## config.mk

```make
export PLATFORM = sky130hd
export DESIGN_NAME = gregorian_date_add_days_top
export DESIGN_NICKNAME = d
export VERILOG_FILES = /design/src/hdl/gdad_pkg.sv /design/src/hdl/gdad_core.sv /design/src/hdl/gregorian_date_add_days_top.sv
export SDC_FILE = /design/constraint.sdc
export NUM_CORES = 1
export LEC_CHECK = 0
export BUFFER_PORTS_ARGS = -buffer_cell sky130_fd_sc_hd__buf_2
export CORE_MARGIN = 2
export CORE_UTILIZATION = 50
export DETAILED_ROUTE_END_ITERATION = 12
export PLACE_DENSITY = 0.71
export SETUP_SLACK_MARGIN = 0.05
export SYNTH_ARGS = -nofsm -noshare
export SYNTH_HDL_FRONTEND = slang
export SYNTH_SLANG_ARGS = --single-unit
```

## constraint.sdc

```tcl
create_clock -name clock -period 5.5 [get_ports clock]
set_clock_uncertainty 0.15 [all_clocks]
set_input_delay 0.825 -clock clock [delete_from_list [all_inputs] [get_ports clock]]
set_output_delay 0.825 -clock clock [all_outputs]
set_load 0.01 [all_outputs]
```

## src/hdl/gdad_pkg.sv

```systemverilog
`timescale 1ns / 1ps
package gdad_pkg;

   localparam logic [15:0] MinYearExcl   = 16'd1600;
   localparam logic [3:0]  MonthsPerYear = 4'd12;
   localparam logic [4:0]  LeapFebDays   = 5'd29;
   localparam logic [15:0] YearLimit     = 16'hFFFF;
   localparam logic [8:0]  Cycle400      = 9'd400;
   localparam logic [8:0]  LastRem400    = 9'd399;
   localparam logic [3:0]  MonthFeb      = 4'd2;
   localparam logic [3:0]  MonthJan      = 4'd1;
   localparam logic [4:0]  DaysDec       = 5'd31;

   typedef enum logic [2:0] {
      ST_IDLE,
      ST_MOD,
      ST_CHECK,
      ST_WALK,
      ST_DONE
   } gdad_state_type;

   typedef struct packed {
      logic [4:0]  day;
      logic [3:0]  month;
      logic [15:0] year;
      logic [15:0] add;
   } gdad_req_type;

   typedef struct packed {
      logic [4:0]  day;
      logic [3:0]  month;
      logic [15:0] year;
      logic        date_valid;
      logic        year_overflow;
   } gdad_result_type;

   // The remainder of the year by 400 settles the leap rule: divisible by 4,
   // and not a multiple of 100 unless it is a multiple of 400.
   function automatic logic leap_from_rem(input logic [8:0] rem);
      leap_from_rem = (rem[1:0] == 2'd0) &&
                      (rem != 9'd100) && (rem != 9'd200) && (rem != 9'd300);
   endfunction

   function automatic logic [4:0] month_days(input logic [3:0] month, input logic leap);
      logic [4:0] len;
      case (month)
         4'd1, 4'd3, 4'd5, 4'd7, 4'd8, 4'd10, 4'd12: len = 5'd31;
         4'd4, 4'd6, 4'd9, 4'd11:                   len = 5'd30;
         4'd2:                                      len = leap ? LeapFebDays : 5'd28;
         default:                                   len = 5'd0;
      endcase
      month_days = len;
   endfunction

endpackage

```

## src/hdl/gdad_core.sv

```systemverilog
`timescale 1ns / 1ps
module gdad_core
   import gdad_pkg::*;
(
   input  logic            clock,
   input  logic            reset,
   input  logic            start,
   input  gdad_req_type    req,
   output logic            ready,
   output logic            done,
   input  logic            take,
   output gdad_result_type result
);

   gdad_state_type  state_ff, state_in;
   logic [16:0]     acc_ff, acc_in;
   logic [8:0]      rem_ff, rem_in;
   logic [3:0]      month_ff, month_in;
   logic [15:0]     year_ff, year_in;
   logic [4:0]      day0_ff, day0_in;
   logic [15:0]     add_ff, add_in;
   gdad_result_type res_ff, res_in;

   logic [16:0]     sub_b;
   logic [17:0]     diff;
   logic            borrow;
   logic            greater;
   logic            leap;
   logic [4:0]      len;

   assign leap    = leap_from_rem(rem_ff);
   assign len     = month_days(month_ff, leap);
   assign sub_b   = (state_ff == ST_MOD) ? {8'd0, Cycle400} : {12'd0, len};
   assign diff    = {1'b0, acc_ff} - {1'b0, sub_b};
   assign borrow  = diff[17];
   assign greater = !borrow && (diff[16:0] != 17'd0);

   assign ready  = (state_ff == ST_IDLE);
   assign done   = (state_ff == ST_DONE);
   assign result = res_ff;

   always_ff @(posedge clock) begin
      if (reset) begin
         state_ff <= ST_IDLE;
      end else begin
         state_ff <= state_in;
      end
      acc_ff   <= acc_in;
      rem_ff   <= rem_in;
      month_ff <= month_in;
      year_ff  <= year_in;
      day0_ff  <= day0_in;
      add_ff   <= add_in;
      res_ff   <= res_in;
   end

   always_comb begin
      state_in = state_ff;
      acc_in   = acc_ff;
      rem_in   = rem_ff;
      month_in = month_ff;
      year_in  = year_ff;
      day0_in  = day0_ff;
      add_in   = add_ff;
      res_in   = res_ff;
      unique case (state_ff)
         ST_IDLE: begin
            if (start) begin
               acc_in   = {1'b0, req.year};
               year_in  = req.year;
               month_in = req.month;
               day0_in  = req.day;
               add_in   = req.add;
               state_in = ST_MOD;
            end
         end
         ST_MOD: begin
            if (!borrow) begin
               acc_in = diff[16:0];
            end else begin
               rem_in   = acc_ff[8:0];
               state_in = ST_CHECK;
            end
         end
         ST_CHECK: begin
            if ((year_ff > MinYearExcl) && (month_ff >= MonthJan) &&
                (month_ff <= MonthsPerYear) && (day0_ff != 5'd0) && (day0_ff <= len)) begin
               acc_in   = {12'd0, day0_ff} + {1'b0, add_ff};
               state_in = ST_WALK;
            end else begin
               res_in   = '0;
               state_in = ST_DONE;
            end
         end
         ST_WALK: begin
            if (greater) begin
               acc_in = diff[16:0];
               if (month_ff == MonthsPerYear) begin
                  month_in = MonthJan;
                  if (year_ff == YearLimit) begin
                     res_in.day           = DaysDec;
                     res_in.month         = MonthsPerYear;
                     res_in.year          = YearLimit;
                     res_in.date_valid    = 1'b1;
                     res_in.year_overflow = 1'b1;
                     state_in             = ST_DONE;
                  end else begin
                     year_in = year_ff + 16'd1;
                     rem_in  = (rem_ff == LastRem400) ? 9'd0 : rem_ff + 9'd1;
                  end
               end else begin
                  month_in = month_ff + 4'd1;
               end
            end else begin
               res_in.day           = acc_ff[4:0];
               res_in.month         = month_ff;
               res_in.year          = year_ff;
               res_in.date_valid    = 1'b1;
               res_in.year_overflow = 1'b0;
               state_in             = ST_DONE;
            end
         end
         ST_DONE: begin
            if (take) begin
               state_in = ST_IDLE;
            end
         end
         default: begin
            state_in = ST_IDLE;
         end
      endcase
   end

endmodule

```

## src/hdl/gregorian_date_add_days_top.sv

```systemverilog
`timescale 1ns / 1ps
// Adds a day count to a Gregorian date, one item at a time.
// The request channel carries the start date and the count; an item is taken
// when req_valid is high and req_stall is low. The block raises req_stall from
// the cycle after it takes an item until that item's result has been moved to
// the output register.
// The result channel carries the resulting date with date_valid and
// year_overflow; an item is delivered when rsp_valid is high and rsp_stall low.
// An invalid date gives all zero fields. A year past 65535 saturates to
// 31/12/65535 with year_overflow set.
// One shared subtractor first reduces the year by repeated subtraction of 400
// and then steps one month per cycle; an invalid date skips the month walk.
// A count of 65535 walks up to about 2155 months.
// While rsp_stall holds a result, the next item may still be taken and worked
// on; it waits in the core until the output register is free.
// Reset is synchronous and active high; it empties the output register and
// returns the sequencer to idle.
module gregorian_date_add_days_top
   import gdad_pkg::*;
(
   input  logic        clock,
   input  logic        reset,
   input  logic        req_valid,
   output logic        req_stall,
   input  logic [4:0]  req_start_day,
   input  logic [3:0]  req_start_month,
   input  logic [15:0] req_start_year,
   input  logic [15:0] req_days_to_add,
   output logic        rsp_valid,
   input  logic        rsp_stall,
   output logic [4:0]  rsp_result_day,
   output logic [3:0]  rsp_result_month,
   output logic [15:0] rsp_result_year,
   output logic        rsp_date_valid,
   output logic        rsp_year_overflow
);

   gdad_req_type    req;
   gdad_result_type core_result;
   gdad_result_type out_ff, out_in;
   logic            rsp_valid_ff, rsp_valid_in;
   logic            core_ready;
   logic            core_done;
   logic            take;

   assign req.day   = req_start_day;
   assign req.month = req_start_month;
   assign req.year  = req_start_year;
   assign req.add   = req_days_to_add;

   assign req_stall = !core_ready;
   assign take      = core_done && (!rsp_valid_ff || !rsp_stall);

   gdad_core u_core (
      .clock  (clock),
      .reset  (reset),
      .start  (req_valid && core_ready),
      .req    (req),
      .ready  (core_ready),
      .done   (core_done),
      .take   (take),
      .result (core_result)
   );

   always_comb begin
      rsp_valid_in = rsp_valid_ff;
      out_in       = out_ff;
      if (take) begin
         rsp_valid_in = 1'b1;
         out_in       = core_result;
      end else if (!rsp_stall) begin
         rsp_valid_in = 1'b0;
      end
   end

   always_ff @(posedge clock) begin
      if (reset) begin
         rsp_valid_ff <= 1'b0;
      end else begin
         rsp_valid_ff <= rsp_valid_in;
      end
      out_ff <= out_in;
   end

   assign rsp_valid         = rsp_valid_ff;
   assign rsp_result_day    = out_ff.day;
   assign rsp_result_month  = out_ff.month;
   assign rsp_result_year   = out_ff.year;
   assign rsp_date_valid    = out_ff.date_valid;
   assign rsp_year_overflow = out_ff.year_overflow;

endmodule

```

==> flow_metrics.py <==
metrics = {
    "grt": {
        "grt.overflow.total": 0,
        "antenna_found_initial": 0,
        "grtUsageTotal": 0.225,
        "grt_pass1_vias": 4836,
        "grt_first_pass_wirelength_um": 24700,
        "grt_max_degree": 38,
    },
    "cells_and_area": {
        "nets": 753,
        "finish.utilization": 0.596,
        "layout_common_cells": "edfxtp_1 (121), buf_2 (73), nand2_1 (64)",
        "multi_input_area_sq_um": 2870,
        "ff_latch_area_sq_um": 3710,
        "flow.area_growth_from_synthesis_pct": 16.5,
        "mostFrequentLayoutCell": "edfxtp_1",
        "layout-drive-gt1-share": 0.181,
        "n_fill_cell": 1103,
        "final_area_sq_um": 7890,
        "antennaDiodeCount": 0,
    },
    "drt": {
        "viasPerCell": 5.86,
        "drcViolationCount": 0,
        "wl_per_cell_um": 18.1,
        "drt-initial-drc-count": 480,
        "antenna_left": 0,
        "num_vias": 5082,
        "drtPass1Iterations": 5,
        "wl_um": 15700,
    },
    "sta": {
        "worstMarginPinSlew_ps": 950,
        "timing.setup.tns_ps": 0,
        "fin_crit_sh": 0.942,
        "slew_headroom": 0.362,
        "period_needed_ps": 5180,
        "fmax_ghz": 0.193,
        "slew_viol_final": 0,
        "whs_ps": 261,
        "hold_viol_final": 0,
        "rsz0062_at_grt": "no",
        "setup_slack_ps": 317,
        "setup_viol": 0,
    },
    "cts": {
        "numCtsBuffers": 17,
        "clk_pin_slew_ps": 60,
        "clock-root-buffer": "clkbuf_16",
        "clock_sinks": 125,
        "cts_tree": "done",
        "htreeDepth": 4,
        "worstSkewPairLatency_ps": 430,
        "clk_path_buf_depth": 2,
    },
    "setup_path": {
        "crit_arrival_ps": 5090,
        "end_kind": "flip-flop",
        "r2r_cells": 15,
        "timing_worst_setup_path_type": "reg -> reg",
        "rrSetupSlack_ps": 320,
        "crit_required_ps": 5410,
        "setup.worst_path.end": "u_core.year_ff[6]",
        "r2r_end": "u_core.year_ff[6]",
        "cp_max_fo": 30,
        "startpoint": "u_core.rem_ff[5]",
        "r2r-start": "u_core.rem_ff[5]",
        "start_kind": "flip-flop",
    },
    "synthesis": {
        "synthCells": 604,
        "synthArstFlopShare": 0,
        "ys.flop_type": "edfxtp_1",
        "synth_edf_count": 121,
        "ys_ff_latch": 125,
        "synth_area_sq_um": 6780,
        "ys_warn_count": 0,
        "avgSynthCellArea_sq_um": 11.2,
        "synth_cell_types": 66,
        "synthTopCellsByArea": "edfxtp_1 (54%), ha_1 (5.0%), o21ai_0 (3.6%), nand2_1 (3.5%), xnor2_1 (3.0%)",
        "synth_top_area_frac": 0.536,
        "yosysTopAreaCell": "edfxtp_1",
        "synth_seq_area_share": 0.548,
        "syn_nets": 678,
    },
    "pwr": {
        "leakage_nw": 2.90,
        "p_int_mw": 1.92,
        "seqPwrFrac": 0.436,
        "switchingPower_mw": 0.713,
        "p_clk_frac": 0.409,
        "netSwitchingFraction": 0.271,
        "power_frac_comb": 0.155,
        "p_per_area_nw_per_um2": 333,
        "vdd.ir_drop.worst_v": 0.000258,
    },
    "placed_design": {
        "hpwlAfterDp_um": 11500,
        "dp_slack_ps": 281,
        "routabilityCongestion": 0.887,
        "port_buffers": 73,
        "dpl-instance-area_sq_um": 7320,
    },
    "floorplan": {
        "die_y_um": 120,
        "io_pins": 74,
        "dieWidth_um": 120,
        "initial_core_util": 0.512,
        "rows": 42,
        "dieArea_sq_um": 14500,
        "core_area_sq_um": 13200,
    },
    "worst_hold_path": {
        "hold_path_class": "reg -> reg",
    },
    "run_status": {
        "status": "finished clean",
    },
    "flow_run": {
        "drv.max_cap_violation_count": 0,
    },
}
[cell families after synthesis]
family / synth area share
AOI/OAI and AO/OA: 0.159
xor gates and xnor gates: 0.0595
adders and majority gates: 0.0558
buffers and inverters: 0.0301
DFF: 0.548
muxes: 0.00295
and+or+nand+nor: 0.145
[state kept, by name, indices dropped and copies added (netlist names)]
name / flops
u_core.result: 27
u_core.acc_ff: 17
rsp_result_year: 16
u_core.add_ff: 16
u_core.year_ff: 16
u_core.rem_ff: 9
rsp_result_day: 5
u_core.day0_ff: 5
rsp_result_month: 4
u_core.month_ff: 4
u_core.state_ff: 3
rsp_date_valid: 1
rsp_valid: 1
rsp_year_overflow: 1
[Yosys cell counts (6+ instances only)]
library cell,instances
nand3_1,22
a31oi_1,7
clkbuf_1,19
o21ai_0,49
nor2b_1,7
nand4_1,8
nand2_1,64
inv_1,26
xor2_1,23
nor3_1,16
a21o_1,7
edfxtp_1,121
xnor2_1,23
ha_1,27
o21a_1,23
a21oi_1,24
nor2_1,33
a22oi_1,9
or3_1,6
[area by class of cell]
type                            instances  share of cell area
Clock buffer                           17              0.0539
Clock inverter                         14              0.0182
Inverter                               27              0.0128
Multi-Input combinational cell        428               0.363
Sequential cell                       125               0.471
Tap cell                              176              0.0279
Timing Repair Buffer                   80              0.0534
[through the flow]
stage | power (mW) | std cells
3_5_place_dp | 1.56 | 836
5_1_grt | 2.72 | 867
2_1_floorplan | 1.43 | 604
3_3_place_gp | 1.55 | 836
4_1_cts | 2.63 | 867
6_report | 2.63 | 867
[what timing repair did]
item / 4_1_cts / 5_1_grt
gates resized for setup: 0 / 2
buffers inserted: 0 / 0
setup endpoints to repair: 0 / 44
hold buffers: 0 / 0
[power by group through the flow]
stage	sequential (mW)	clock, mW	combinational (mW)
after global routing	1.15	1.13	0.442
after CTS	1.14	1.09	0.398
after floorplan	1.14	0	0.292
final	1.15	1.08	0.407
after detailed placement	1.16	0	0.392
after global placement	1.16	0	0.384
[layer usage]
metal | global-route usage | part of all wire | vias to the layer above | wire length [um]
met4 | 0.109 | 0.035 | 0 | 549
met5 | 0 | 0 | - | 0
met3 | 0.0651 | 0.063 | 44 | 990
li1 | - | - | 2425 | -
met1 | 0.298 | 0.44 | 2397 | 6940
met2 | 0.341 | 0.46 | 216 | 7210
[worst min path at each step]
stage | startpoint | end | slack (ps) | cells after the start
after floorplan | u_core.result[1] | rsp_date_valid | 250 | 0
after global placement | u_core.result[19] | rsp_result_month[1] | 260 | 0
after detailed placement | u_core.result[23] | rsp_result_day[1] | 250 | 0
after CTS | u_core.result[15] | rsp_result_year[13] | 260 | 0
after global routing | u_core.result[8] | rsp_result_year[6] | 270 | 0
final | u_core.result[15] | rsp_result_year[13] | 260 | 0
[critical path: stages (launching register included)]
cell and delay, ps:
edfxtp_1 470, nand2_1 110, or4_1 460, a21oi_1 240, o21ai_0 180, and2_1 220, ha_1 200, fa_1 400
nand2b_1 220, a2111oi_2 380, nor2_1 180, a41o_1 260, nor3_1 170, or4_4 180, and2_4 370, a21o_1 610
Note: power is estimated with default switching activity, not from simulation.
